File: config.mk
export PLATFORM = sky130hd
export DESIGN_NAME = step_frequency_to_timer_period
export DESIGN_NICKNAME = d
export VERILOG_FILES = /design/src/design/sfp_pkg.sv /design/src/design/sfp_clamp.sv /design/src/design/sfp_prescale.sv /design/src/design/sfp_div_stage.sv /design/src/design/sfp_sat.sv /design/src/design/step_frequency_to_timer_period.sv
export SDC_FILE = /design/constraint.sdc
export NUM_CORES = 2
export LEC_CHECK = 0
export BUFFER_PORTS_ARGS = -buffer_cell sky130_fd_sc_hd__buf_2
export CORE_ASPECT_RATIO = 0.7
export CORE_UTILIZATION = 55
export DETAILED_ROUTE_END_ITERATION = 12
export PLACE_DENSITY = 0.72
export REMOVE_ABC_BUFFERS = 1
export SLEW_MARGIN = 30
export SYNTH_ARGS = -nofsm -noshare
export SYNTH_HDL_FRONTEND = slang
export SYNTH_SLANG_ARGS = --single-unit
File: constraint.sdc
create_clock -name clk -period 11.5 [get_ports clk]
set_input_delay 1.15 -clock clk [delete_from_list [all_inputs] [get_ports clk]]
set_output_delay 1.15 -clock clk [all_outputs]
set_load 0.02 [all_outputs]
File: src/design/sfp_pkg.sv
`timescale 1ns / 1ps
`default_nettype none

package sfp_pkg;

  localparam int FREQ_W = 24;
  localparam int PERIOD_W = 16;
  localparam int CODE_W = 4;
  localparam int CFG_ADDR_W = 1;

  localparam longint unsigned CLOCK_HZ = 64'd16000000;
  localparam int FRACTION_BITS = 8;

  // Largest prescaler is /1024, so the divisor grows by up to ten bits.
  localparam int MAX_SHIFT = 10;
  localparam int DEN_W = FREQ_W + MAX_SHIFT;
  // One quotient bit beyond the period width flags q - 1 above the period range.
  localparam int QUO_W = PERIOD_W + 1;
  localparam int NUM_W = 40;

  localparam logic [NUM_W-1:0] NUMERATOR = NUM_W'(CLOCK_HZ) << FRACTION_BITS;
  localparam logic [NUM_W-1:0] NUM_HIGH = NUMERATOR >> QUO_W;
  localparam logic [DEN_W-1:0] REM_INIT = DEN_W'(NUM_HIGH);

  localparam logic [FREQ_W-1:0] THR_DIV1 = FREQ_W'(245) << FRACTION_BITS;
  localparam logic [FREQ_W-1:0] THR_DIV8 = FREQ_W'(31) << FRACTION_BITS;
  localparam logic [FREQ_W-1:0] THR_DIV64 = FREQ_W'(4) << FRACTION_BITS;
  localparam logic [FREQ_W-1:0] THR_DIV256 = FREQ_W'(1) << FRACTION_BITS;

  localparam logic [FREQ_W-1:0] MIN_FREQ_RST = 24'd1024;
  localparam logic [FREQ_W-1:0] MAX_FREQ_RST = 24'd7680000;

  localparam logic [CFG_ADDR_W-1:0] REG_MIN_FREQ = 1'd0;
  localparam logic [CFG_ADDR_W-1:0] REG_MAX_FREQ = 1'd1;

  typedef logic [CODE_W-1:0] clksel_t;
  localparam clksel_t CS_DIV1 = 4'd9;
  localparam clksel_t CS_DIV8 = 4'd10;
  localparam clksel_t CS_DIV64 = 4'd11;
  localparam clksel_t CS_DIV256 = 4'd12;
  localparam clksel_t CS_DIV1024 = 4'd13;

  localparam logic [PERIOD_W-1:0] PERIOD_MAX = '1;

  typedef struct packed {
    logic [DEN_W-1:0] rem;
    logic [DEN_W-1:0] den;
    logic [QUO_W-1:0] quo;
    logic             ovf;
    clksel_t          code;
  } div_t;

endpackage

`default_nettype wire

File: src/design/sfp_clamp.sv
`timescale 1ns / 1ps
`default_nettype none

module sfp_clamp (
  input  wire                            clk,
  input  wire                            rst_n,
  input  wire  [sfp_pkg::FREQ_W-1:0]     min_freq,
  input  wire  [sfp_pkg::FREQ_W-1:0]     max_freq,
  input  wire                            in_valid,
  output logic                           in_ready,
  input  wire  [sfp_pkg::FREQ_W-1:0]     in_freq,
  output logic                           out_valid,
  input  wire                            out_ready,
  output logic [sfp_pkg::FREQ_W-1:0]     out_freq
);

  logic                         valid_r;
  logic [sfp_pkg::FREQ_W-1:0]   freq_r;
  logic [sfp_pkg::FREQ_W-1:0]   lo;
  logic [sfp_pkg::FREQ_W-1:0]   freq_nxt;

  // Apply the minimum first, then the maximum.
  always_comb begin
    lo = (in_freq < min_freq) ? min_freq : in_freq;
    freq_nxt = (lo > max_freq) ? max_freq : lo;
  end

  assign in_ready = !valid_r || out_ready;

  always_ff @(posedge clk) begin
    if (!rst_n) begin
      valid_r <= 1'b0;
    end else if (in_ready) begin
      valid_r <= in_valid;
    end
    if (in_ready && in_valid) begin
      freq_r <= freq_nxt;
    end
  end

  assign out_valid = valid_r;
  assign out_freq = freq_r;

endmodule

`default_nettype wire

File: src/design/sfp_prescale.sv
`timescale 1ns / 1ps
`default_nettype none

module sfp_prescale (
  input  wire                            clk,
  input  wire                            rst_n,
  input  wire                            in_valid,
  output logic                           in_ready,
  input  wire  [sfp_pkg::FREQ_W-1:0]     in_freq,
  output logic                           out_valid,
  input  wire                            out_ready,
  output sfp_pkg::div_t                  out_data
);

  logic                 valid_r;
  sfp_pkg::div_t        data_r;
  sfp_pkg::div_t        data_nxt;
  sfp_pkg::clksel_t     code;
  logic [3:0]           shift;
  logic [sfp_pkg::DEN_W-1:0] den;

  // Pick the prescaler from the clamped frequency.
  always_comb begin
    if (in_freq >= sfp_pkg::THR_DIV1) begin
      code = sfp_pkg::CS_DIV1;
      shift = 4'd0;
    end else if (in_freq >= sfp_pkg::THR_DIV8) begin
      code = sfp_pkg::CS_DIV8;
      shift = 4'd3;
    end else if (in_freq >= sfp_pkg::THR_DIV64) begin
      code = sfp_pkg::CS_DIV64;
      shift = 4'd6;
    end else if (in_freq >= sfp_pkg::THR_DIV256) begin
      code = sfp_pkg::CS_DIV256;
      shift = 4'd8;
    end else begin
      code = sfp_pkg::CS_DIV1024;
      shift = 4'd10;
    end
    den = sfp_pkg::DEN_W'(in_freq) << shift;
    data_nxt.rem = sfp_pkg::REM_INIT;
    data_nxt.den = den;
    data_nxt.quo = '0;
    // Quotient would need more bits than kept: saturate. Also covers zero.
    data_nxt.ovf = (sfp_pkg::NUM_HIGH >= sfp_pkg::NUM_W'(den));
    data_nxt.code = code;
  end

  assign in_ready = !valid_r || out_ready;

  always_ff @(posedge clk) begin
    if (!rst_n) begin
      valid_r <= 1'b0;
    end else if (in_ready) begin
      valid_r <= in_valid;
    end
    if (in_ready && in_valid) begin
      data_r <= data_nxt;
    end
  end

  assign out_valid = valid_r;
  assign out_data = data_r;

endmodule

`default_nettype wire

File: src/design/sfp_div_stage.sv
`timescale 1ns / 1ps
`default_nettype none

module sfp_div_stage (
  input  wire                clk,
  input  wire                rst_n,
  input  wire                num_bit,
  input  wire                in_valid,
  output logic               in_ready,
  input  sfp_pkg::div_t      in_data,
  output logic               out_valid,
  input  wire                out_ready,
  output sfp_pkg::div_t      out_data
);

  logic                        valid_r;
  sfp_pkg::div_t               data_r;
  sfp_pkg::div_t               data_nxt;
  logic [sfp_pkg::DEN_W:0]     trial;
  logic [sfp_pkg::DEN_W:0]     diff;
  logic                        ge;

  // One restoring step: bring down the next numerator bit, subtract if it fits.
  always_comb begin
    trial = {in_data.rem, num_bit};
    diff = trial - {1'b0, in_data.den};
    ge = (trial >= {1'b0, in_data.den});
    data_nxt = in_data;
    data_nxt.rem = ge ? diff[sfp_pkg::DEN_W-1:0] : trial[sfp_pkg::DEN_W-1:0];
    data_nxt.quo = {in_data.quo[sfp_pkg::QUO_W-2:0], ge};
  end

  assign in_ready = !valid_r || out_ready;

  always_ff @(posedge clk) begin
    if (!rst_n) begin
      valid_r <= 1'b0;
    end else if (in_ready) begin
      valid_r <= in_valid;
    end
    if (in_ready && in_valid) begin
      data_r <= data_nxt;
    end
  end

  assign out_valid = valid_r;
  assign out_data = data_r;

endmodule

`default_nettype wire

File: src/design/sfp_sat.sv
`timescale 1ns / 1ps
`default_nettype none

module sfp_sat (
  input  wire                              clk,
  input  wire                              rst_n,
  input  wire                              in_valid,
  output logic                             in_ready,
  input  sfp_pkg::div_t                    in_data,
  output logic                             out_valid,
  input  wire                              out_ready,
  output logic [sfp_pkg::PERIOD_W-1:0]     out_period,
  output sfp_pkg::clksel_t                 out_code
);

  logic                           valid_r;
  logic [sfp_pkg::PERIOD_W-1:0]   period_r;
  sfp_pkg::clksel_t               code_r;
  logic [sfp_pkg::PERIOD_W-1:0]   period_nxt;
  logic [sfp_pkg::QUO_W-1:0]      q_m1;

  // Drop one from the quotient; clip at zero and at the period range.
  always_comb begin
    q_m1 = in_data.quo - sfp_pkg::QUO_W'(1);
    if (in_data.ovf || (in_data.quo[sfp_pkg::QUO_W-1] &&
        (in_data.quo[sfp_pkg::QUO_W-2:0] != '0))) begin
      period_nxt = sfp_pkg::PERIOD_MAX;
    end else if (in_data.quo == '0) begin
      period_nxt = '0;
    end else begin
      period_nxt = q_m1[sfp_pkg::PERIOD_W-1:0];
    end
  end

  assign in_ready = !valid_r || out_ready;

  always_ff @(posedge clk) begin
    if (!rst_n) begin
      valid_r <= 1'b0;
    end else if (in_ready) begin
      valid_r <= in_valid;
    end
    if (in_ready && in_valid) begin
      period_r <= period_nxt;
      code_r <= in_data.code;
    end
  end

  assign out_valid = valid_r;
  assign out_period = period_r;
  assign out_code = code_r;

endmodule

`default_nettype wire

File: src/design/step_frequency_to_timer_period.sv
// Pipeline from input transaction to result: clamp, prescaler select,
//   17 restoring divider steps, saturation, one register stage each.
// Throughput: one transaction per cycle absent back-pressure; each stage holds
//   its own valid bit and fills a bubble ahead of it while the output stalls.
// Reset (rst_n low, synchronous): all valid bits clear, min_freq returns to
//   1024 (4 Hz) and max_freq to 7680000 (30000 Hz).
`timescale 1ns / 1ps
`default_nettype none

module step_frequency_to_timer_period (
  input  wire                                  clk,
  input  wire                                  rst_n,
  // Configuration write port
  input  wire                                  cfg_we,
  input  wire  [sfp_pkg::CFG_ADDR_W-1:0]       cfg_addr,
  input  wire  [sfp_pkg::FREQ_W-1:0]           cfg_wdata,
  // Request stream
  input  wire                                  in_tvalid,
  output logic                                 in_tready,
  input  wire  [23:0]                          in_tdata,   // [23:0] freq_q8
  // Result stream
  output logic                                 out_tvalid,
  input  wire                                  out_tready,
  output logic [23:0]                          out_tdata   // [15:0] period_ticks,
                                                           // [19:16] clock_select,
                                                           // [23:20] zero
);

  localparam int NSTEP = sfp_pkg::QUO_W;

  // Frequency range registers; writes land at once, no handshake.
  logic [sfp_pkg::FREQ_W-1:0] min_freq_r;
  logic [sfp_pkg::FREQ_W-1:0] max_freq_r;

  always_ff @(posedge clk) begin
    if (!rst_n) begin
      min_freq_r <= sfp_pkg::MIN_FREQ_RST;
      max_freq_r <= sfp_pkg::MAX_FREQ_RST;
    end else if (cfg_we) begin
      unique case (cfg_addr)
        sfp_pkg::REG_MIN_FREQ: min_freq_r <= cfg_wdata;
        sfp_pkg::REG_MAX_FREQ: max_freq_r <= cfg_wdata;
        default: ;
      endcase
    end
  end

  // Stage 1: clamp the requested frequency to the configured range.
  logic                        clamp_valid;
  logic                        clamp_ready;
  logic [sfp_pkg::FREQ_W-1:0]  clamp_freq;

  sfp_clamp u_clamp (
    .clk       (clk),
    .rst_n     (rst_n),
    .min_freq  (min_freq_r),
    .max_freq  (max_freq_r),
    .in_valid  (in_tvalid),
    .in_ready  (in_tready),
    .in_freq   (in_tdata[sfp_pkg::FREQ_W-1:0]),
    .out_valid (clamp_valid),
    .out_ready (clamp_ready),
    .out_freq  (clamp_freq)
  );

  // Stage 2: choose the prescaler, scale the divisor, flag overflow early.
  logic          div_valid [NSTEP+1];
  logic          div_ready [NSTEP+1];
  sfp_pkg::div_t div_data  [NSTEP+1];

  sfp_prescale u_prescale (
    .clk       (clk),
    .rst_n     (rst_n),
    .in_valid  (clamp_valid),
    .in_ready  (clamp_ready),
    .in_freq   (clamp_freq),
    .out_valid (div_valid[0]),
    .out_ready (div_ready[0]),
    .out_data  (div_data[0])
  );

  // Stages 3..19: one quotient bit per stage, numerator bits fed from the
  // constant, most significant of the remaining low bits first.
  for (genvar k = 0; k < NSTEP; k++) begin : g_div
    sfp_div_stage u_step (
      .clk       (clk),
      .rst_n     (rst_n),
      .num_bit   (sfp_pkg::NUMERATOR[NSTEP-1-k]),
      .in_valid  (div_valid[k]),
      .in_ready  (div_ready[k]),
      .in_data   (div_data[k]),
      .out_valid (div_valid[k+1]),
      .out_ready (div_ready[k+1]),
      .out_data  (div_data[k+1])
    );
  end

  // Stage 20: subtract one, saturate, and hold the result for the consumer.
  logic [sfp_pkg::PERIOD_W-1:0] period;
  sfp_pkg::clksel_t             code;

  sfp_sat u_sat (
    .clk        (clk),
    .rst_n      (rst_n),
    .in_valid   (div_valid[NSTEP]),
    .in_ready   (div_ready[NSTEP]),
    .in_data    (div_data[NSTEP]),
    .out_valid  (out_tvalid),
    .out_ready  (out_tready),
    .out_period (period),
    .out_code   (code)
  );

  assign out_tdata = {4'd0, code, period};

endmodule

`default_nettype wire
==> flow_metrics.tcl <==
set metrics [dict create \
    status "completed" \
    drive_above_1_share 0.0777 \
    hold_viol_final 0 \
    synth_most_common_cell "edfxtp_1" \
    gp_congestion 0.982 \
    post-route-util 0.614 \
    wirelength_mm 209 \
    final_cell_area_um2 88400 \
    initial_core_util 0.559 \
    grt_max_degree 69 \
    ys_top_cells_by_area "edfxtp_1 52%, ha_1 9.2%, inv_1 3.6%, a21oi_1 3.1%, o21ai_0 3.1%" \
    cts-hold-fix-buffers 0 \
    worstSetupPathType "primary input to register" \
    routedWlPerCell_um 22.1 \
    synth_area_um2 80400 \
    first_pass_iters 8 \
    post_drt_via_cell_ratio 6.04 \
    die_h_um 322 \
    worstSetupStartpointType "primary input" \
    crit_fanout 26 \
    fin_ws_ps 5040 \
    tightestPinTransition_ps 1230 \
    powerDensity_nw_per_um2 127 \
    die_w_um 459 \
    slew_headroom 0.171 \
    coreArea_um2 144000 \
    async_flop_share 0 \
    die_area_um2 148000 \
    endpoint_kind "register" \
    clk_latency_ps 810 \
    setup_viol 0 \
    yosys.area.top_type "edfxtp_1" \
    grt_overflow 0 \
    vias 57100 \
    clk_pin_slew_ps 70 \
    synth_top_area_share 0.519 \
    crit_required_ps 12000 \
    synth_edf_count 1390 \
    htreeDepth 4 \
    fin_setup_tns_ps 0 \
    placed_cells 9169 \
    leakagePower_nw 35.0 \
    grt_pass1_vias 53100 \
    synthCells 7215 \
    postCtsSetupBuffers 0 \
    fmax_mhz 155 \
    ys_top_cells_by_count "1390 x edfxtp_1, 768 x inv_1, 625 x nand2_1" \
    cts.path.max_buffers 3 \
    timing.hold.ws_ps 414 \
    cts_root_buffer "clkbuf_16" \
    place_area_um2 83500 \
    synth_cell_types 95 \
    drcViolationCount 0 \
    globalRouteTotalUtil 0.282 \
    cap_violations 0 \
    final_max_slew_viol_count 0 \
    pre_cts_ws_ps 4280 \
    synth_ff_type "edfxtp_1" \
    antenna_found_initial 15 \
    numPortBuffers 74 \
    synth-seq-area-share 0.536 \
    synth_seq_cells 1458 \
    rows 116 \
    ios 80 \
    ant_nets 0 \
    ys.warnings.count 0 \
    stdcell_count 9442 \
    vdd_drop_max_uv 182 \
    hp-class "register to register" \
    drtIter0Drc 7476 \
    arrival_ps 6960 \
    fin_crit_ps 6460 \
    syn_area_per_cell_um2 11.1 \
    numCtsBuffers 148 \
    clock_sinks 1458 \
    nFillCells 11300 \
    cts_resized 0 \
    finalClockSkew_ps 34.6 \
    syn_to_final_growth_pct 9.98 \
    grt_pass1_wl_mm 320 \
    period_share 0.562 \
    cts_tree "yes" \
    power_mw 11.2 \
    fin_nets 8033 \
    rsz0062_at_grt "no" \
    dpl.hpwl_mm 157 \
]
[cell families (layout without fill, tap and decap cells)]
logic type,Yosys count,after routing,synth area share
other,2,25,0.0000934
and+or+nand+nor,1684,1684,0.100
DFF,1458,1458,0.536
muxes,188,188,0.0253
buffers and inverters,924,1181,0.0436
xor gates and xnor gates,440,440,0.0479
AOI/OAI and AO/OA,1912,1912,0.151
adders and majority gates,607,607,0.0958
[worst max-delay path, stage by stage]
cell and delay, ps:
buf_2 110, ha_1 300, a2111o_1 380, a211oi_1 410, o21ai_0 200, o211ai_1 240, nor2b_2 420, buf_4 420
mux2i_1 230, ha_1 270, a21o_1 160, a21o_1 170, a21o_1 180, a21oi_1 140, nor2b_1 60, o211ai_1 170
a31oi_1 120, o22ai_2 150, buf_4 480, nor2b_1 590, buf_4 410, a221oi_1 150
[where the power goes]
group | leakage [nW] | switching [mW] | internal, mW
logic | 19.6 | 0.258 | 0.160
clock network | 2.36 | 2.19 | 2.77
registers | 13.1 | 0.0607 | 5.80
total | 35.0 | 2.51 | 8.73
[final timing paths]
check	start	endpoint	slack, ps	cells past startpoint
setup reg to reg	min_freq_r[21]	u_clamp.out_freq[8]	5040	22
setup / recovery	in_tdata[21]	u_clamp.out_freq[8]	5040	22
hold reg to reg	g_div[4].u_step.out_data[6]	g_div[5].u_step.out_data[7]	410	0
hold / removal	g_div[4].u_step.out_data[6]	g_div[5].u_step.out_data[7]	410	0
[cell type report]
cell class	count	area [um^2]	area share
clock buffers	188	3970	0.0449
inverters	770	2890	0.0327
multi-input cells	4855	34200	0.387
diodes	1	2.50	0.0000283
repair buffers	139	876	0.00990
well taps	1947	2440	0.0275
clock inverters	84	940	0.0106
flip-flops and latches	1458	43100	0.487
[routing by layer]
metal	GRT usage	part of all wire	vias up	wire, um
met5	0	0.000053	-	11
met2	0.329	0.35	2507	72200
met1	0.477	0.51	27700	107000
met4	0.0458	0.0098	2	2040
li1	-	-	26700	-
met3	0.103	0.13	165	27600
[state kept, by name, indices dropped and copies added (netlist names), 3 cells and up]
register and flops:
u_prescale.out_data 38, u_sat.out_period 16, u_sat.out_code 3, g_div.u_step.out_valid 17, min_freq_r 24, max_freq_r 24, g_div.u_step.out_data 1309, u_clamp.out_freq 24
[layout by cell type (no fill, tap or decap), types with 32 or more instances in the layout]
master / Yosys / layout
a211oi_1: 51 / 50
a21boi_0: 60 / 54
a21o_1: 260 / 260
a21oi_1: 498 / 494
a221oi_1: 34 / 34
a31oi_1: 53 / 50
and3_1: 70 / 70
buf_2: 10 / 75
buf_4: 6 / 63
clkbuf_1: 132 / 32
clkbuf_16: 0 / 151
dfxtp_1: 68 / 68
edfxtp_1: 1390 / 1390
ha_1: 592 / 592
inv_1: 768 / 768
mux2_2: 107 / 107
mux2i_1: 65 / 65
nand2_1: 625 / 624
nand2b_1: 84 / 84
nand3_1: 83 / 83
nand4_1: 75 / 75
nor2_1: 351 / 351
nor2b_1: 85 / 75
nor3_1: 102 / 101
o211ai_1: 48 / 48
o21a_1: 91 / 91
o21ai_0: 497 / 495
o21bai_1: 64 / 63
o31ai_1: 44 / 44
or3_1: 40 / 40
xnor2_1: 244 / 244
xor2_1: 196 / 196
(Power assumes the default switching activity.)
